## src/sv/pine_pkg.sv

```systemverilog
`default_nettype none
// ----------------------------------------------------------------------------
// pine_pkg
// Shared types, codes and helpers of the packed intensity nibble encoder.
// ----------------------------------------------------------------------------
package pine_pkg;

	localparam int TAB_DEPTH = 16;
	localparam int NIB_DEPTH = 14;
	localparam logic [7:0] HEADER_BYTE = 8'hf1;
	localparam logic [6:0] PCT_MAX = 7'd100;
	localparam logic [12:0] DIV_RECIP = 13'd5243;

	typedef logic [1:0] op_t;
	localparam op_t OP_WRITE = 2'd0;
	localparam op_t OP_BUILD = 2'd1;
	localparam op_t OP_MOTOR = 2'd2;

	typedef logic [1:0] reg_idx_t;
	localparam reg_idx_t REG_RAMP_NUM = 2'd0;
	localparam reg_idx_t REG_RAMP_DEN = 2'd1;
	localparam reg_idx_t REG_RAMP_ICPT = 2'd2;

	typedef struct packed {
		logic load;
		logic tab_wr;
		logic build_init;
		logic acc_step;
		logic div_load;
		logic div_step;
		logic build_wr;
		logic duty_calc;
		logic srch_step;
		logic place;
		logic ovf_set;
		logic emit;
		logic ocnt_inc;
		logic frame_clr;
	} cmd_t;

	typedef struct packed {
		logic pos_full;
		logic div_done;
		logic build_done;
		logic srch_done;
		logic out_end;
	} status_t;

	// percent to duty: floor(min(pct,100) * 255 / 100) by reciprocal multiply
	function automatic logic [7:0] duty_of(input logic [6:0] pct);
		logic [6:0] pc;
		logic [14:0] x;
		logic [27:0] y;
		pc = (pct > PCT_MAX) ? PCT_MAX : pct;
		x = {pc, 8'd0} - {8'd0, pc};
		y = {13'd0, x} * {15'd0, DIV_RECIP};
		return y[26:19];
	endfunction

endpackage
`default_nettype wire

```

## src/sv/pine_if.sv

```systemverilog
`default_nettype none
// ----------------------------------------------------------------------------
// pine channel interfaces
// Item, result and configuration channels with valid/ready handshake.
// ----------------------------------------------------------------------------
interface pine_item_if;
	logic valid;
	logic ready;
	logic [1:0] op;
	logic [3:0] entry_index;
	logic [7:0] entry_duty;
	logic [6:0] intensity;
	logic last_motor;
	modport source (output valid, op, entry_index, entry_duty, intensity, last_motor,
		input ready);
	modport sink (input valid, op, entry_index, entry_duty, intensity, last_motor,
		output ready);
endinterface

interface pine_result_if;
	logic valid;
	logic ready;
	logic [7:0] out_byte;
	logic [2:0] byte_index;
	logic rejected;
	logic last;
	modport source (output valid, out_byte, byte_index, rejected, last, input ready);
	modport sink (input valid, out_byte, byte_index, rejected, last, output ready);
endinterface

interface pine_cfg_if;
	logic valid;
	logic ready;
	logic [1:0] index;
	logic [12:0] data;
	modport source (output valid, index, data, input ready);
	modport sink (input valid, index, data, output ready);
endinterface
`default_nettype wire

```

## src/sv/packed_intensity_nibble_encoder_unit.sv

```systemverilog
`default_nettype none
// ----------------------------------------------------------------------------
// packed_intensity_nibble_encoder_unit
// Packs motor intensities as nearest 4-bit duty-table codes into a header
// byte plus seven data bytes.
// ----------------------------------------------------------------------------
// One item is in flight at a time. A motor intensity is matched by comparing
// one duty-table entry per cycle over all 16 entries, and a table build
// computes 15 entries, each through a 16-step bit-serial divider. On the last
// motor of a frame the block then presents 8 message bytes, or one reject
// result, and takes no new item until they are all taken. Configuration
// writes are taken every cycle.
module packed_intensity_nibble_encoder_unit #(
	parameter int MAX_MOTORS = 14
) (
	input wire logic       clk,
	input wire logic       arst_n,
	pine_item_if.sink      item,
	pine_result_if.source  result,
	pine_cfg_if.sink       cfg
);
	import pine_pkg::*;

	cmd_t cmd;
	status_t st;

	assign cfg.ready = 1'b1;
	assign result.valid = cmd.emit;

	pine_ctrl u_ctrl (
		.clk          (clk),
		.arst_n       (arst_n),
		.item_valid   (item.valid),
		.item_op      (item.op),
		.item_last    (item.last_motor),
		.item_ready   (item.ready),
		.result_ready (result.ready),
		.st           (st),
		.cmd          (cmd)
	);

	pine_dp #(
		.MAX_MOTORS (MAX_MOTORS)
	) u_dp (
		.clk         (clk),
		.arst_n      (arst_n),
		.cmd         (cmd),
		.st          (st),
		.cfg_we      (cfg.valid),
		.cfg_index   (cfg.index),
		.cfg_data    (cfg.data),
		.entry_index (item.entry_index),
		.entry_duty  (item.entry_duty),
		.intensity   (item.intensity),
		.out_byte    (result.out_byte),
		.byte_index  (result.byte_index),
		.rejected    (result.rejected),
		.last        (result.last)
	);

`ifndef SYNTHESIS
	a_no_overlap: assert property (@(posedge clk) disable iff (!arst_n)
		!(result.valid && item.ready))
		else $error("item request taken while message pending");

	a_reject_form: assert property (@(posedge clk) disable iff (!arst_n)
		(result.valid && result.rejected) |-> (result.last && result.byte_index == 3'd0
			&& result.out_byte == 8'd0))
		else $error("reject result malformed");

	a_end_frame: assert property (@(posedge clk) disable iff (!arst_n)
		(result.valid && result.ready && result.last) |=> !result.valid)
		else $error("result request after end of frame");

	a_header_first: assert property (@(posedge clk) disable iff (!arst_n)
		(result.valid && !result.rejected && result.byte_index == 3'd0)
			|-> (result.out_byte == HEADER_BYTE))
		else $error("first message byte is not the header");
`endif

endmodule
`default_nettype wire

```

## src/sv/pine_dp.sv

```systemverilog
`default_nettype none
// ----------------------------------------------------------------------------
// pine_dp
// Datapath: duty table, ramp builder with serial divider, nearest-code scan,
// nibble store and message byte selection.
// ----------------------------------------------------------------------------
module pine_dp #(
	parameter int MAX_MOTORS = 14
) (
	input  wire logic               clk,
	input  wire logic               arst_n,
	input  wire pine_pkg::cmd_t     cmd,
	output pine_pkg::status_t       st,
	input  wire logic               cfg_we,
	input  wire logic [1:0]         cfg_index,
	input  wire logic [12:0]        cfg_data,
	input  wire logic [3:0]         entry_index,
	input  wire logic [7:0]         entry_duty,
	input  wire logic [6:0]         intensity,
	output logic [7:0]              out_byte,
	output logic [2:0]              byte_index,
	output logic                    rejected,
	output logic                    last
);
	import pine_pkg::*;

	logic [7:0] tab_q [TAB_DEPTH];
	logic [3:0] nib_q [NIB_DEPTH];
	logic signed [12:0] num_q;
	logic [11:0] den_q;
	logic signed [8:0] icpt_q;
	logic [3:0] idx_q;
	logic [7:0] edu_q;
	logic [6:0] pct_q;
	logic [3:0] pos_q;
	logic ovf_q;
	logic [2:0] ocnt_q;
	logic [7:0] duty_q;
	logic [3:0] sidx_q;
	logic [3:0] best_q;
	logic [7:0] bestd_q;
	logic [3:0] bidx_q;
	logic signed [16:0] acc_q;
	logic neg_q;
	logic [15:0] dvd_q;
	logic [11:0] rem_q;
	logic [3:0] dcnt_q;

	logic [11:0] den_eff;
	logic [11:0] half;
	logic signed [16:0] n_sum;
	logic [15:0] n_mag;
	logic [12:0] t_rem;
	logic [12:0] t_sub;
	logic t_ge;
	logic signed [16:0] q_s;
	logic signed [17:0] v_s;
	logic [7:0] v_clamp;
	logic [8:0] diff;
	logic [7:0] ad;
	logic better;
	logic [2:0] obyte;
	logic [7:0] data_byte;

	assign den_eff = (den_q == 12'd0) ? 12'd1 : den_q;
	assign half = den_eff >> 1;
	assign n_sum = acc_q + $signed({5'd0, half});
	assign n_mag = n_sum[16] ? 16'(-n_sum) : n_sum[15:0];
	assign t_rem = {rem_q, dvd_q[15]};
	assign t_ge = t_rem >= {1'b0, den_eff};
	assign t_sub = t_rem - {1'b0, den_eff};
	assign q_s = neg_q ? -$signed({1'b0, dvd_q}) : $signed({1'b0, dvd_q});
	assign v_s = {q_s[16], q_s} + {{9{icpt_q[8]}}, icpt_q};

	always_comb begin
		if (v_s[17]) begin
			v_clamp = 8'd0;
		end else if (|v_s[16:8]) begin
			v_clamp = 8'hff;
		end else begin
			v_clamp = v_s[7:0];
		end
	end

	assign diff = {1'b0, tab_q[sidx_q]} - {1'b0, duty_q};
	assign ad = diff[8] ? 8'(-diff) : diff[7:0];
	assign better = (sidx_q == 4'd0) || (ad < bestd_q);

	assign obyte = ocnt_q - 3'd1;
	assign data_byte = {nib_q[{obyte, 1'b0}], nib_q[{obyte, 1'b1}]};

	assign out_byte = ovf_q ? 8'd0 : ((ocnt_q == 3'd0) ? HEADER_BYTE : data_byte);
	assign byte_index = ovf_q ? 3'd0 : ocnt_q;
	assign rejected = ovf_q;
	assign last = ovf_q || (ocnt_q == 3'd7);

	assign st.pos_full = pos_q >= 4'(MAX_MOTORS);
	assign st.div_done = dcnt_q == 4'd15;
	assign st.build_done = bidx_q == 4'd15;
	assign st.srch_done = sidx_q == 4'd15;
	assign st.out_end = ovf_q || (ocnt_q == 3'd7);

	always_ff @(posedge clk or negedge arst_n) begin
		if (!arst_n) begin
			num_q <= 13'sd127;
			den_q <= 12'd15;
			icpt_q <= 9'sd128;
		end else if (cfg_we) begin
			case (cfg_index)
				REG_RAMP_NUM: num_q <= cfg_data;
				REG_RAMP_DEN: den_q <= cfg_data[11:0];
				REG_RAMP_ICPT: icpt_q <= cfg_data[8:0];
				default: ;
			endcase
		end
	end

	always_ff @(posedge clk or negedge arst_n) begin
		if (!arst_n) begin
			for (int i = 0; i < TAB_DEPTH; i++) begin
				tab_q[i] <= 8'd0;
			end
		end else if (cmd.build_init) begin
			tab_q[0] <= 8'd0;
		end else if (cmd.tab_wr) begin
			tab_q[idx_q] <= edu_q;
		end else if (cmd.build_wr) begin
			tab_q[bidx_q] <= v_clamp;
		end
	end

	always_ff @(posedge clk or negedge arst_n) begin
		if (!arst_n) begin
			for (int i = 0; i < NIB_DEPTH; i++) begin
				nib_q[i] <= 4'd0;
			end
			pos_q <= 4'd0;
			ovf_q <= 1'b0;
			ocnt_q <= 3'd0;
		end else if (cmd.frame_clr) begin
			for (int i = 0; i < NIB_DEPTH; i++) begin
				nib_q[i] <= 4'd0;
			end
			pos_q <= 4'd0;
			ovf_q <= 1'b0;
			ocnt_q <= 3'd0;
		end else begin
			if (cmd.place) begin
				nib_q[pos_q] <= best_q;
				pos_q <= pos_q + 4'd1;
			end
			if (cmd.ovf_set) begin
				ovf_q <= 1'b1;
			end
			if (cmd.ocnt_inc) begin
				ocnt_q <= ocnt_q + 3'd1;
			end
		end
	end

	always_ff @(posedge clk) begin
		if (cmd.load) begin
			idx_q <= entry_index;
			edu_q <= entry_duty;
			pct_q <= intensity;
		end
		if (cmd.duty_calc) begin
			duty_q <= duty_of(pct_q);
			sidx_q <= 4'd0;
		end else if (cmd.srch_step) begin
			if (better) begin
				best_q <= sidx_q;
				bestd_q <= ad;
			end
			sidx_q <= sidx_q + 4'd1;
		end
		if (cmd.build_init) begin
			acc_q <= 17'sd0;
			bidx_q <= 4'd1;
		end else if (cmd.acc_step) begin
			acc_q <= acc_q + {{4{num_q[12]}}, num_q};
		end else if (cmd.build_wr) begin
			bidx_q <= bidx_q + 4'd1;
		end
		if (cmd.div_load) begin
			neg_q <= n_sum[16];
			dvd_q <= n_mag;
			rem_q <= 12'd0;
			dcnt_q <= 4'd0;
		end else if (cmd.div_step) begin
			rem_q <= t_ge ? t_sub[11:0] : t_rem[11:0];
			dvd_q <= {dvd_q[14:0], t_ge};
			dcnt_q <= dcnt_q + 4'd1;
		end
	end

endmodule
`default_nettype wire

```

## src/sv/pine_ctrl.sv

```systemverilog
`default_nettype none
// ----------------------------------------------------------------------------
// pine_ctrl
// Controller: sequences table writes, ramp build, nearest-code scan and
// message emission.
// ----------------------------------------------------------------------------
module pine_ctrl (
	input  wire logic          clk,
	input  wire logic          arst_n,
	input  wire logic          item_valid,
	input  wire logic [1:0]    item_op,
	input  wire logic          item_last,
	output logic               item_ready,
	input  wire logic          result_ready,
	input  wire pine_pkg::status_t st,
	output pine_pkg::cmd_t     cmd
);
	import pine_pkg::*;

	typedef enum logic [3:0] {
		S_IDLE, S_TWR, S_OVF, S_DUTY, S_SRCH, S_PLACE,
		S_BINIT, S_BACC, S_BLOAD, S_BDIV, S_BWR, S_EMIT
	} state_t;

	state_t state_q;
	state_t state_d;
	logic last_q;

	assign item_ready = state_q == S_IDLE;

	always_comb begin
		cmd = '0;
		state_d = state_q;
		case (state_q)
			S_IDLE: begin
				if (item_valid) begin
					cmd.load = 1'b1;
					case (item_op)
						OP_WRITE: state_d = S_TWR;
						OP_BUILD: state_d = S_BINIT;
						OP_MOTOR: state_d = st.pos_full ? S_OVF : S_DUTY;
						default: state_d = S_IDLE;
					endcase
				end
			end
			S_TWR: begin
				cmd.tab_wr = 1'b1;
				state_d = S_IDLE;
			end
			S_OVF: begin
				cmd.ovf_set = 1'b1;
				state_d = last_q ? S_EMIT : S_IDLE;
			end
			S_DUTY: begin
				cmd.duty_calc = 1'b1;
				state_d = S_SRCH;
			end
			S_SRCH: begin
				cmd.srch_step = 1'b1;
				if (st.srch_done) begin
					state_d = S_PLACE;
				end
			end
			S_PLACE: begin
				cmd.place = 1'b1;
				state_d = last_q ? S_EMIT : S_IDLE;
			end
			S_BINIT: begin
				cmd.build_init = 1'b1;
				state_d = S_BACC;
			end
			S_BACC: begin
				cmd.acc_step = 1'b1;
				state_d = S_BLOAD;
			end
			S_BLOAD: begin
				cmd.div_load = 1'b1;
				state_d = S_BDIV;
			end
			S_BDIV: begin
				cmd.div_step = 1'b1;
				if (st.div_done) begin
					state_d = S_BWR;
				end
			end
			S_BWR: begin
				cmd.build_wr = 1'b1;
				state_d = st.build_done ? S_IDLE : S_BACC;
			end
			S_EMIT: begin
				cmd.emit = 1'b1;
				if (result_ready) begin
					if (st.out_end) begin
						cmd.frame_clr = 1'b1;
						state_d = S_IDLE;
					end else begin
						cmd.ocnt_inc = 1'b1;
					end
				end
			end
			default: state_d = S_IDLE;
		endcase
	end

	always_ff @(posedge clk or negedge arst_n) begin
		if (!arst_n) begin
			state_q <= S_IDLE;
			last_q <= 1'b0;
		end else begin
			state_q <= state_d;
			if (cmd.load) begin
				last_q <= item_last;
			end
		end
	end

endmodule
`default_nettype wire

```

## src/flat_wrapper.sv

```systemverilog
// flat-port wrapper written by rule: the top's interface ports become plain ports
module packed_intensity_nibble_encoder_unit_flat import pine_pkg::*;
#(
	parameter int MAX_MOTORS = 14
)
  (clk, arst_n, item_valid, item_op, item_entry_index, item_entry_duty, item_intensity, item_last_motor, item_ready, result_valid, result_out_byte, result_byte_index, result_rejected, result_last, result_ready, cfg_valid, cfg_index, cfg_data, cfg_ready);
  pine_item_if item_i ();
  pine_result_if result_i ();
  pine_cfg_if cfg_i ();
  input wire logic clk;
  input wire logic arst_n;
  input wire logic [$bits(item_i.valid)-1:0] item_valid;
  input wire logic [$bits(item_i.op)-1:0] item_op;
  input wire logic [$bits(item_i.entry_index)-1:0] item_entry_index;
  input wire logic [$bits(item_i.entry_duty)-1:0] item_entry_duty;
  input wire logic [$bits(item_i.intensity)-1:0] item_intensity;
  input wire logic [$bits(item_i.last_motor)-1:0] item_last_motor;
  output wire logic [$bits(item_i.ready)-1:0] item_ready;
  output wire logic [$bits(result_i.valid)-1:0] result_valid;
  output wire logic [$bits(result_i.out_byte)-1:0] result_out_byte;
  output wire logic [$bits(result_i.byte_index)-1:0] result_byte_index;
  output wire logic [$bits(result_i.rejected)-1:0] result_rejected;
  output wire logic [$bits(result_i.last)-1:0] result_last;
  input wire logic [$bits(result_i.ready)-1:0] result_ready;
  input wire logic [$bits(cfg_i.valid)-1:0] cfg_valid;
  input wire logic [$bits(cfg_i.index)-1:0] cfg_index;
  input wire logic [$bits(cfg_i.data)-1:0] cfg_data;
  output wire logic [$bits(cfg_i.ready)-1:0] cfg_ready;
  assign item_i.valid = item_valid;
  assign item_i.op = item_op;
  assign item_i.entry_index = item_entry_index;
  assign item_i.entry_duty = item_entry_duty;
  assign item_i.intensity = item_intensity;
  assign item_i.last_motor = item_last_motor;
  assign item_ready = item_i.ready;
  assign result_valid = result_i.valid;
  assign result_out_byte = result_i.out_byte;
  assign result_byte_index = result_i.byte_index;
  assign result_rejected = result_i.rejected;
  assign result_last = result_i.last;
  assign result_i.ready = result_ready;
  assign cfg_i.valid = cfg_valid;
  assign cfg_i.index = cfg_index;
  assign cfg_i.data = cfg_data;
  assign cfg_ready = cfg_i.ready;
  packed_intensity_nibble_encoder_unit #(.MAX_MOTORS(MAX_MOTORS)) u_core (.clk(clk), .arst_n(arst_n), .item(item_i), .result(result_i), .cfg(cfg_i));
endmodule
```

## config.mk

```make
export PLATFORM = sky130hd
export DESIGN_NAME = packed_intensity_nibble_encoder_unit_flat
export DESIGN_NICKNAME = d
export VERILOG_FILES = /design/src/sv/pine_pkg.sv /design/src/sv/pine_if.sv /design/src/sv/packed_intensity_nibble_encoder_unit.sv /design/src/sv/pine_dp.sv /design/src/sv/pine_ctrl.sv /design/src/flat_wrapper.sv
export SDC_FILE = /design/constraint.sdc
export NUM_CORES = 1
export LEC_CHECK = 0
export ABC_AREA = 1
export ABC_CLOCK_PERIOD_IN_PS = 10200
export BUFFER_PORTS_ARGS = -buffer_cell sky130_fd_sc_hd__buf_2
export CORE_ASPECT_RATIO = 0.75
export CORE_UTILIZATION = 35
export CTS_CLUSTER_SIZE = 28
export DETAILED_ROUTE_END_ITERATION = 16
export PLACE_DENSITY = 0.6
export SYNTH_ARGS = -nofsm -noshare
export SYNTH_HDL_FRONTEND = slang
export SYNTH_SLANG_ARGS = --single-unit
export TNS_END_PERCENT = 20
```

## constraint.sdc

```tcl
create_clock -name clk -period 10.2 [get_ports clk]
set_input_delay 2.04 -clock clk [delete_from_list [all_inputs] [get_ports clk]]
set_output_delay 2.04 -clock clk [all_outputs]
set_load 0.05 [all_outputs]
```

==> results.toml, run 1 <==
[clock_network]
cts-root-buf = "clkbuf_16"
cts.path.max_buffers = 3
cts_resized = 0
cts_setup_buffers = 0
cts_hold_buffers = 0
clk_latency_ns = 0.58
cts_tree = "done"
clk_pin_slew_ns = 0.06
numCtsBuffers = 39
clock_sinks = 328
h-tree-depth = 2

[power_and_ir_drop]
combinationalPowerShare_pct = 41.1
power_density_nw_per_um2 = 189
switching_share_pct = 40.7
ir_drop_mv = 0.141
p_int_mw = 3.12
power.share.clock_pct = 27.4
leakagePower_nw = 14.0
pwr-share-seq_pct = 31.6
power_mw = 5.27
switchingPower_mw = 2.14

[finish]
final_nets = 3624
drive_gt1_share_pct = 7.02
final_area_um2 = 27800
diodes = 0
fin_cells = 4306
area_growth_pct = 9.50
fin_util_pct = 38.7

[placed_design]
globalplace.congestion = 0.912
postPlaceCellArea_um2 = 26500
post-place-cells = 4234
place_ws_ns = 3.62
dp_hpwl_um = 53300
port-buffer-count = 56

[timing]
rsz0062_at_grt = "false"
post-route-min-period_ns = 6.62
max_slew_margin_pct = 21.9
fin_setup_tns_ns = 0
setup_viol = 0
fmax_mhz = 151
fin_crit_sh_pct = 64.9
fin_skew_ns = 0.0285
setup_ws_ns = 3.58
hold_viol_final = 0
whs_ns = 0.473
drv_slew = 0
tightest_slew_ns = 1.16

[min_path]
hold_depth = 2
hold_class = "reg -> reg"
holdPathEnd = "u_core.u_dp.dcnt_q[3]$_SDFFE_PP0P_"
hp-start = "u_core.u_dp.dcnt_q[3]$_SDFFE_PP0P_"

[detailed_routing]
drtIter0Drc = 2051
viasPerCell = 5.16
wl_met3_um = 5920
detail-route-antenna-nets = 0
drt_pass1_iterations = 5
wl_per_cell_um = 17.1
via_count = 22200
wl_met2_um = 30000
drt-met1-wl_um = 36500
drc_errors = 0
drt-total-wl_um = 73700
top_layer = "met5"

[floorplanning]
fp.dieArea_um2 = 73600
core_um2 = 71800
die_y_um = 235
start_util_pct = 35.4
die_x_um = 313
fp-row-count = 85
io_pins = 58

[critical_path]
critPathMostFrequentCell = "a21oi_1"
worst_ep_arrival_time_ns = 6.80
max_stage_delay_ns = 0.93
crit_type = "reg -> reg"
crit_family = "compound AO/OA/AOI/OAI gates"
crit_path_max_fanout = 84
r2r_end = "u_core.u_dp.bestd_q[1]$_DFFE_PP_"
cp_slowest_cell = "a2111oi_0"
cp.required_ns = 10.38
r2r_slack_ns = 3.58
rr_worst_depth = 27
crit_buf_inv = 3
timing.critical_path.to_type = "register"
critPathLaunchType = "register"
regToRegStartpoint = "u_core.u_dp.sidx_q[0]$_SDFFE_PP0P_"

[yosys]
synth_top_cell_by_area = "dfrtp_1"
yosysSeqAreaShare_pct = 32.7
synth.area.top_cells = "dfrtp_1 (22%), ha_1 (9.5%), inv_1 (8.2%)"
syn-cell-area_um2 = 25400
synth_cells = 3317
synth_edf_count = 56
async_reset_ff_share_pct = 70.4
yosysMostFrequentCell = "inv_1"
synthDistinctLibCells = 60
yosys_warnings = 0
netlist_top_cells_count = "inv_1 (555), nand2_1 (548), a21oi_1 (350)"
avgSynthCellArea_um2 = 7.65
synth_top_area_share_pct = 21.6
synth-main-ff-cell = "dfrtp_1"
synth-seq-cells = 328
syn_nets = 3623

[grt]
antenna_found_initial = 1
grt_pass1_vias = 20600
grt.overflow.total = 0
track_usage_pct = 20.0
grt_start_max_net_pins = 111
grt_pass1_wl_um = 118000

[outcome]
status = "finished clean"

[job]
maxCapViolations = 0
[how the worst max path moves through the flow]
stage | start | slack, ns | cells after the start | to
finish | u_core.u_dp.sidx_q[0]$_SDFFE_PP0P_ | 3.58 | 27 | u_core.u_dp.bestd_q[1]$_DFFE_PP_
global route | u_core.u_dp.pct_q[0]$_DFFE_PP_ | 3.06 | 33 | u_core.u_dp.duty_q[5]$_DFFE_PP_
floorplan | u_core.u_dp.pct_q[0]$_DFFE_PP_ | 4.30 | 33 | u_core.u_dp.duty_q[4]$_DFFE_PP_
global placement | u_core.u_dp.pct_q[0]$_DFFE_PP_ | 3.82 | 25 | u_core.u_dp.duty_q[4]$_DFFE_PP_
detailed placement | u_core.u_dp.pct_q[0]$_DFFE_PP_ | 3.62 | 25 | u_core.u_dp.duty_q[4]$_DFFE_PP_
CTS | u_core.u_dp.pct_q[0]$_DFFE_PP_ | 3.62 | 25 | u_core.u_dp.duty_q[4]$_DFFE_PP_
[cell usage in the layout, fill, tap and decap left out, types with 55 or more instances in the layout]
cell type	n
nand2_1	548
a21boi_1	112
fa_1	71
nand3_1	231
a21oi_1	350
edfxtp_1	56
nor2_1	183
buf_2	55
inv_1	554
ha_1	193
o21ai_0	247
dfrtp_1	219
[cells by family (layout without fill, tap and decap cells)]
logic type / count (synthesis) / after routing / synth area share (%)
xor gates and xnor gates: 80 / 80 / 2.79
adders and majority gates: 264 / 264 / 15.1
DFF: 328 / 328 / 32.7
AOI/OAI and AO/OA: 854 / 854 / 19.3
buffers and inverters: 689 / 721 / 10.7
muxes: 2 / 2 / 0.0887
other: 1 / 1 / 0.0148
and+or+nand+nor: 1099 / 1099 / 19.3
[final cells by class]
type                    instances  area [um^2]
clock buffers                  58         1150
clock inverters                14          148
fillers                      7475        44000
inverters                     573         2150
multi-input cells            2300        14400
flip-flops and latches        328         8300
well taps                     957         1200
repair buffers                 76          440
[power groups by stage]
stage / Clock [mW] / Combinational (mW) / Sequential [mW]
finish: 1.44 / 2.16 / 1.66
detailed placement: 0 / 2.15 / 1.68
CTS: 1.47 / 2.16 / 1.66
floorplan: 0 / 1.75 / 1.63
global placement: 0 / 2.13 / 1.68
global route: 1.52 / 2.48 / 1.68
[sequential cells by signal (all words and copies together) (netlist names), 7 cells and up]
| signal | count |
|---|---|
| u_core.u_dp.tab_q | 128 |
| u_core.u_dp.dvd_q | 16 |
| u_core.u_dp.icpt_q | 9 |
| u_core.u_dp.num_q | 13 |
| u_core.u_dp.edu_q | 8 |
| u_core.u_dp.nib_q | 56 |
| u_core.u_dp.bestd_q | 8 |
| u_core.u_dp.duty_q | 8 |
| u_core.u_dp.den_q | 12 |
| u_core.u_dp.acc_q | 17 |
| u_core.u_dp.pct_q | 7 |
| u_core.u_dp.rem_q | 12 |
[worst register-to-register path: cells and delay by family (launching register included)]
family | cells | cell delay, ns
AO/OA/AOI/OAI | 14 | 2.89
AND/OR/NAND/NOR | 6 | 1.13
adder cells (fa/ha/maj) | 3 | 0.99
buffers and inverters | 3 | 0.73
flip-flops | 1 | 0.32
XOR/XNOR | 1 | 0.18
[per-layer routing]
layer  track usage (%)  vias up
li1                  -    11000
met1              31.1    10400
met2              28.1      739
met3              4.05       83
met4              4.09        2
met5                 0        -
Power figures use the tool's default switching activity.
==> inputs of run 2 (changes only) <==
Settings changed: ABC_AREA 1 to 0, ABC_CLOCK_PERIOD_IN_PS 10200 to 6200.
Clock period 10.2 ns to 6.2 ns, I/O delays scaled along.
==> results.toml, run 2 <==
[floorplanning]
io_pins = 58
die_x_um = 298
fp-row-count = 81
die_y_um = 224
core_um2 = 65200
start_util_pct = 35.4
fp.dieArea_um2 = 66900

[finish]
final_area_um2 = 26200
fin_util_pct = 40.2
multi_input_area_um2 = 13800
num-fill-cells = 6298
final_cell_mix = "inv_1 (231), dfrtp_1 (219), nor2_1 (202), ha_1 (185), nand2_1 (181)"
drive_gt1_share_pct = 14.4
regArea_um2 = 8300
largest_reg_flops = 128
final_nets = 2740
regMostFlops = "u_core.u_dp.tab_q"
top_regs = "u_core.u_dp.tab_q: 128 flops, u_core.u_dp.nib_q: 56 flops, u_core.u_dp.acc_q: 17 flops"
area_growth_pct = 13.6
final_common_cell = "inv_1"

[grt]
track_usage_pct = 19.3
grt.overflow.total = 0
grt_start_max_net_pins = 135
grt_pass1_wl_um = 102000
grt_pass1_vias = 17800
antenna_found_initial = 5

[detailed_routing]
wl_per_cell_um = 19.6
drt_pass1_iterations = 7
detail-route-antenna-nets = 0
drc_errors = 0
drtIter0Drc = 1701
via_count = 18400
viasPerCell = 5.50
drt-total-wl_um = 65300

[timing]
hold_viol_final = 0
setup_ws_ns = 0.159
fin_skew_ns = 0.0405
fmax_mhz = 166
post-route-min-period_ns = 6.04
fin_setup_tns_ns = 0
max_slew_margin_pct = 29.3
drv_slew = 0
rsz0062_at_grt = "true"
setup_viol = 0
fin_crit_sh_pct = 97.4
tightest_slew_ns = 1.06

[yosys]
synth_cells = 2373
avgSynthCellArea_um2 = 9.71
async_reset_ff_share_pct = 70.4
yosysMostFrequentCell = "inv_1"
synth_compound_area_share_pct = 15.8
synth-seq-cells = 328
netlist_top_cells_count = "inv_1 (235), dfrtp_1 (219), nor2_1 (206)"
synthMuxAreaShare_pct = 8.89
synth_top_family_by_area = "adder cells"
synth-main-ff-cell = "dfrtp_1"
syn_nets = 2679
synth.area.top_cells = "dfrtp_1 (24%), ha_1 (10%), edfxtp_1 (7.3%)"
synth_adder_area_share_pct = 16.6
yosysSeqAreaShare_pct = 36.0
synth_top_area_share_pct = 23.8
synthDistinctLibCells = 76
syn-cell-area_um2 = 23000
synth_xor_area_share_pct = 3.84
yosys_warnings = 0
synth_edf_count = 56
synth_top_cell_by_area = "dfrtp_1"
synthSimpleGateAreaFrac_pct = 13.2

[critical_path]
regToRegStartpoint = "u_core.u_dp.pct_q[4]$_DFFE_PP_"
timing.critical_path.to_type = "register"
worst_ep_arrival_time_ns = 6.34
r2r_end = "u_core.u_dp.duty_q[7]$_DFFE_PP_"
crit_type = "reg -> reg"
setup.worst_path.start = "u_core.u_dp.pct_q[4]$_DFFE_PP_"
critPathLaunchType = "register"
crit_path_max_fanout = 4
rr_worst_depth = 27
cp.required_ns = 6.50
r2r_slack_ns = 0.16
critPathCapture = "u_core.u_dp.duty_q[7]$_DFFE_PP_"

[clock_network]
clock_sinks = 328
numCtsBuffers = 38
cts-root-buf = "clkbuf_16"
cts_hold_buffers = 0
clk_latency_ns = 0.59
cts.path.max_buffers = 3
h-tree-depth = 2
cts_tree = "done"
clk_pin_slew_ns = 0.06

[job]
maxCapViolations = 0

[placed_design]
port-buffer-count = 56
postPlaceCellArea_um2 = 24700
globalplace.congestion = 0.940
dp_hpwl_um = 48900
place_ws_ns = -0.0844

[outcome]
status = "finished clean"

[min_path]
hold_class = "reg -> reg"
hp-start = "u_core.u_dp.tab_q[120]$_DFFE_PN0P_"
## run 2: cell families after synthesis
kind of cell / count (synthesis)
flops: 328
buf+inv: 342
other cells: 1
mux: 139
simple gates: 653
compound gates: 545
fa+ha+maj: 264
xor+xnor: 101
## run 2: worst min-delay path by stage
stage / end / slack, ns / cells after the start
global route: u_core.u_dp.rem_q[8]$_SDFFE_PP0P_ / 0.51 / 2
finish: u_core.u_dp.tab_q[120]$_DFFE_PN0P_ / 0.49 / 2
floorplan: u_core.u_dp.best_q[3]$_DFFE_PP_ / 0.43 / 0
CTS: u_core.u_dp.rem_q[6]$_SDFFE_PP0P_ / 0.49 / 2
detailed placement: u_core.u_dp.tab_q[120]$_DFFE_PN0P_ / 0.48 / 2
global placement: u_core.u_dp.rem_q[11]$_SDFFE_PP0P_ / 0.46 / 2
## run 2: worst max-delay path: stages (launching register included)
cell	delay, ns
edfxtp_1	0.41
nor2_2	0.16
a21oi_2	0.08
nand2b_4	0.17
ha_4	0.16
nor2b_4	0.13
nand2_4	0.09
nor4bb_4	0.21
xnor2_1	0.11
nor2_2	0.14
inv_2	0.08
buf_12	0.13
fa_1	0.50
inv_1	0.07
ha_4	0.25
fa_1	0.51
fa_1	0.55
inv_1	0.06
fa_1	0.52
inv_1	0.04
ha_1	0.31
o2111ai_2	0.10
o22ai_2	0.13
a221oi_2	0.25
buf_4	0.17
o21ai_2	0.07
o41ai_2	0.27
xnor2_1	0.12
## run 2: timing repair
action	4_1_cts	5_1_grt
setup endpoints to repair	3	51
setup buffers	1	3
gates resized for setup	3	21
pin swaps	1	15
## run 2: area by class of cell
class                   instances  share of cell area (%)
diodes                          1                 0.00956
clock buffers                  60                    4.38
clock inverters                10                   0.373
inverters                     236                    3.38
multi-input cells            1703                    52.7
flip-flops and latches        328                    31.7
well taps                     871                    4.16
repair buffers                127                    3.29
## run 2: per-layer routing
metal  global-route usage (%)  vias to the layer above  wire length (um)
met5                        0                        -                 0
met3                     3.71                       90              5280
met1                     29.0                     9010             30800
met4                     4.71                        0              1220
met2                     28.2                      689             28000
li1                         -                     8571                 -
## run 2: metrics by stage
step | instances | hold slack, ns
after floorplan | 2373 | 0.429
after global placement | 3261 | 0.464
after detailed placement | 3261 | 0.477
after CTS | 3332 | 0.490
after global routing | 3335 | 0.506
final | 3336 | 0.488
Power of run 2 is left out: the tool's default activity adds up to more than one toggle a clock period on the data nets, which glitch-free logic cannot reach.
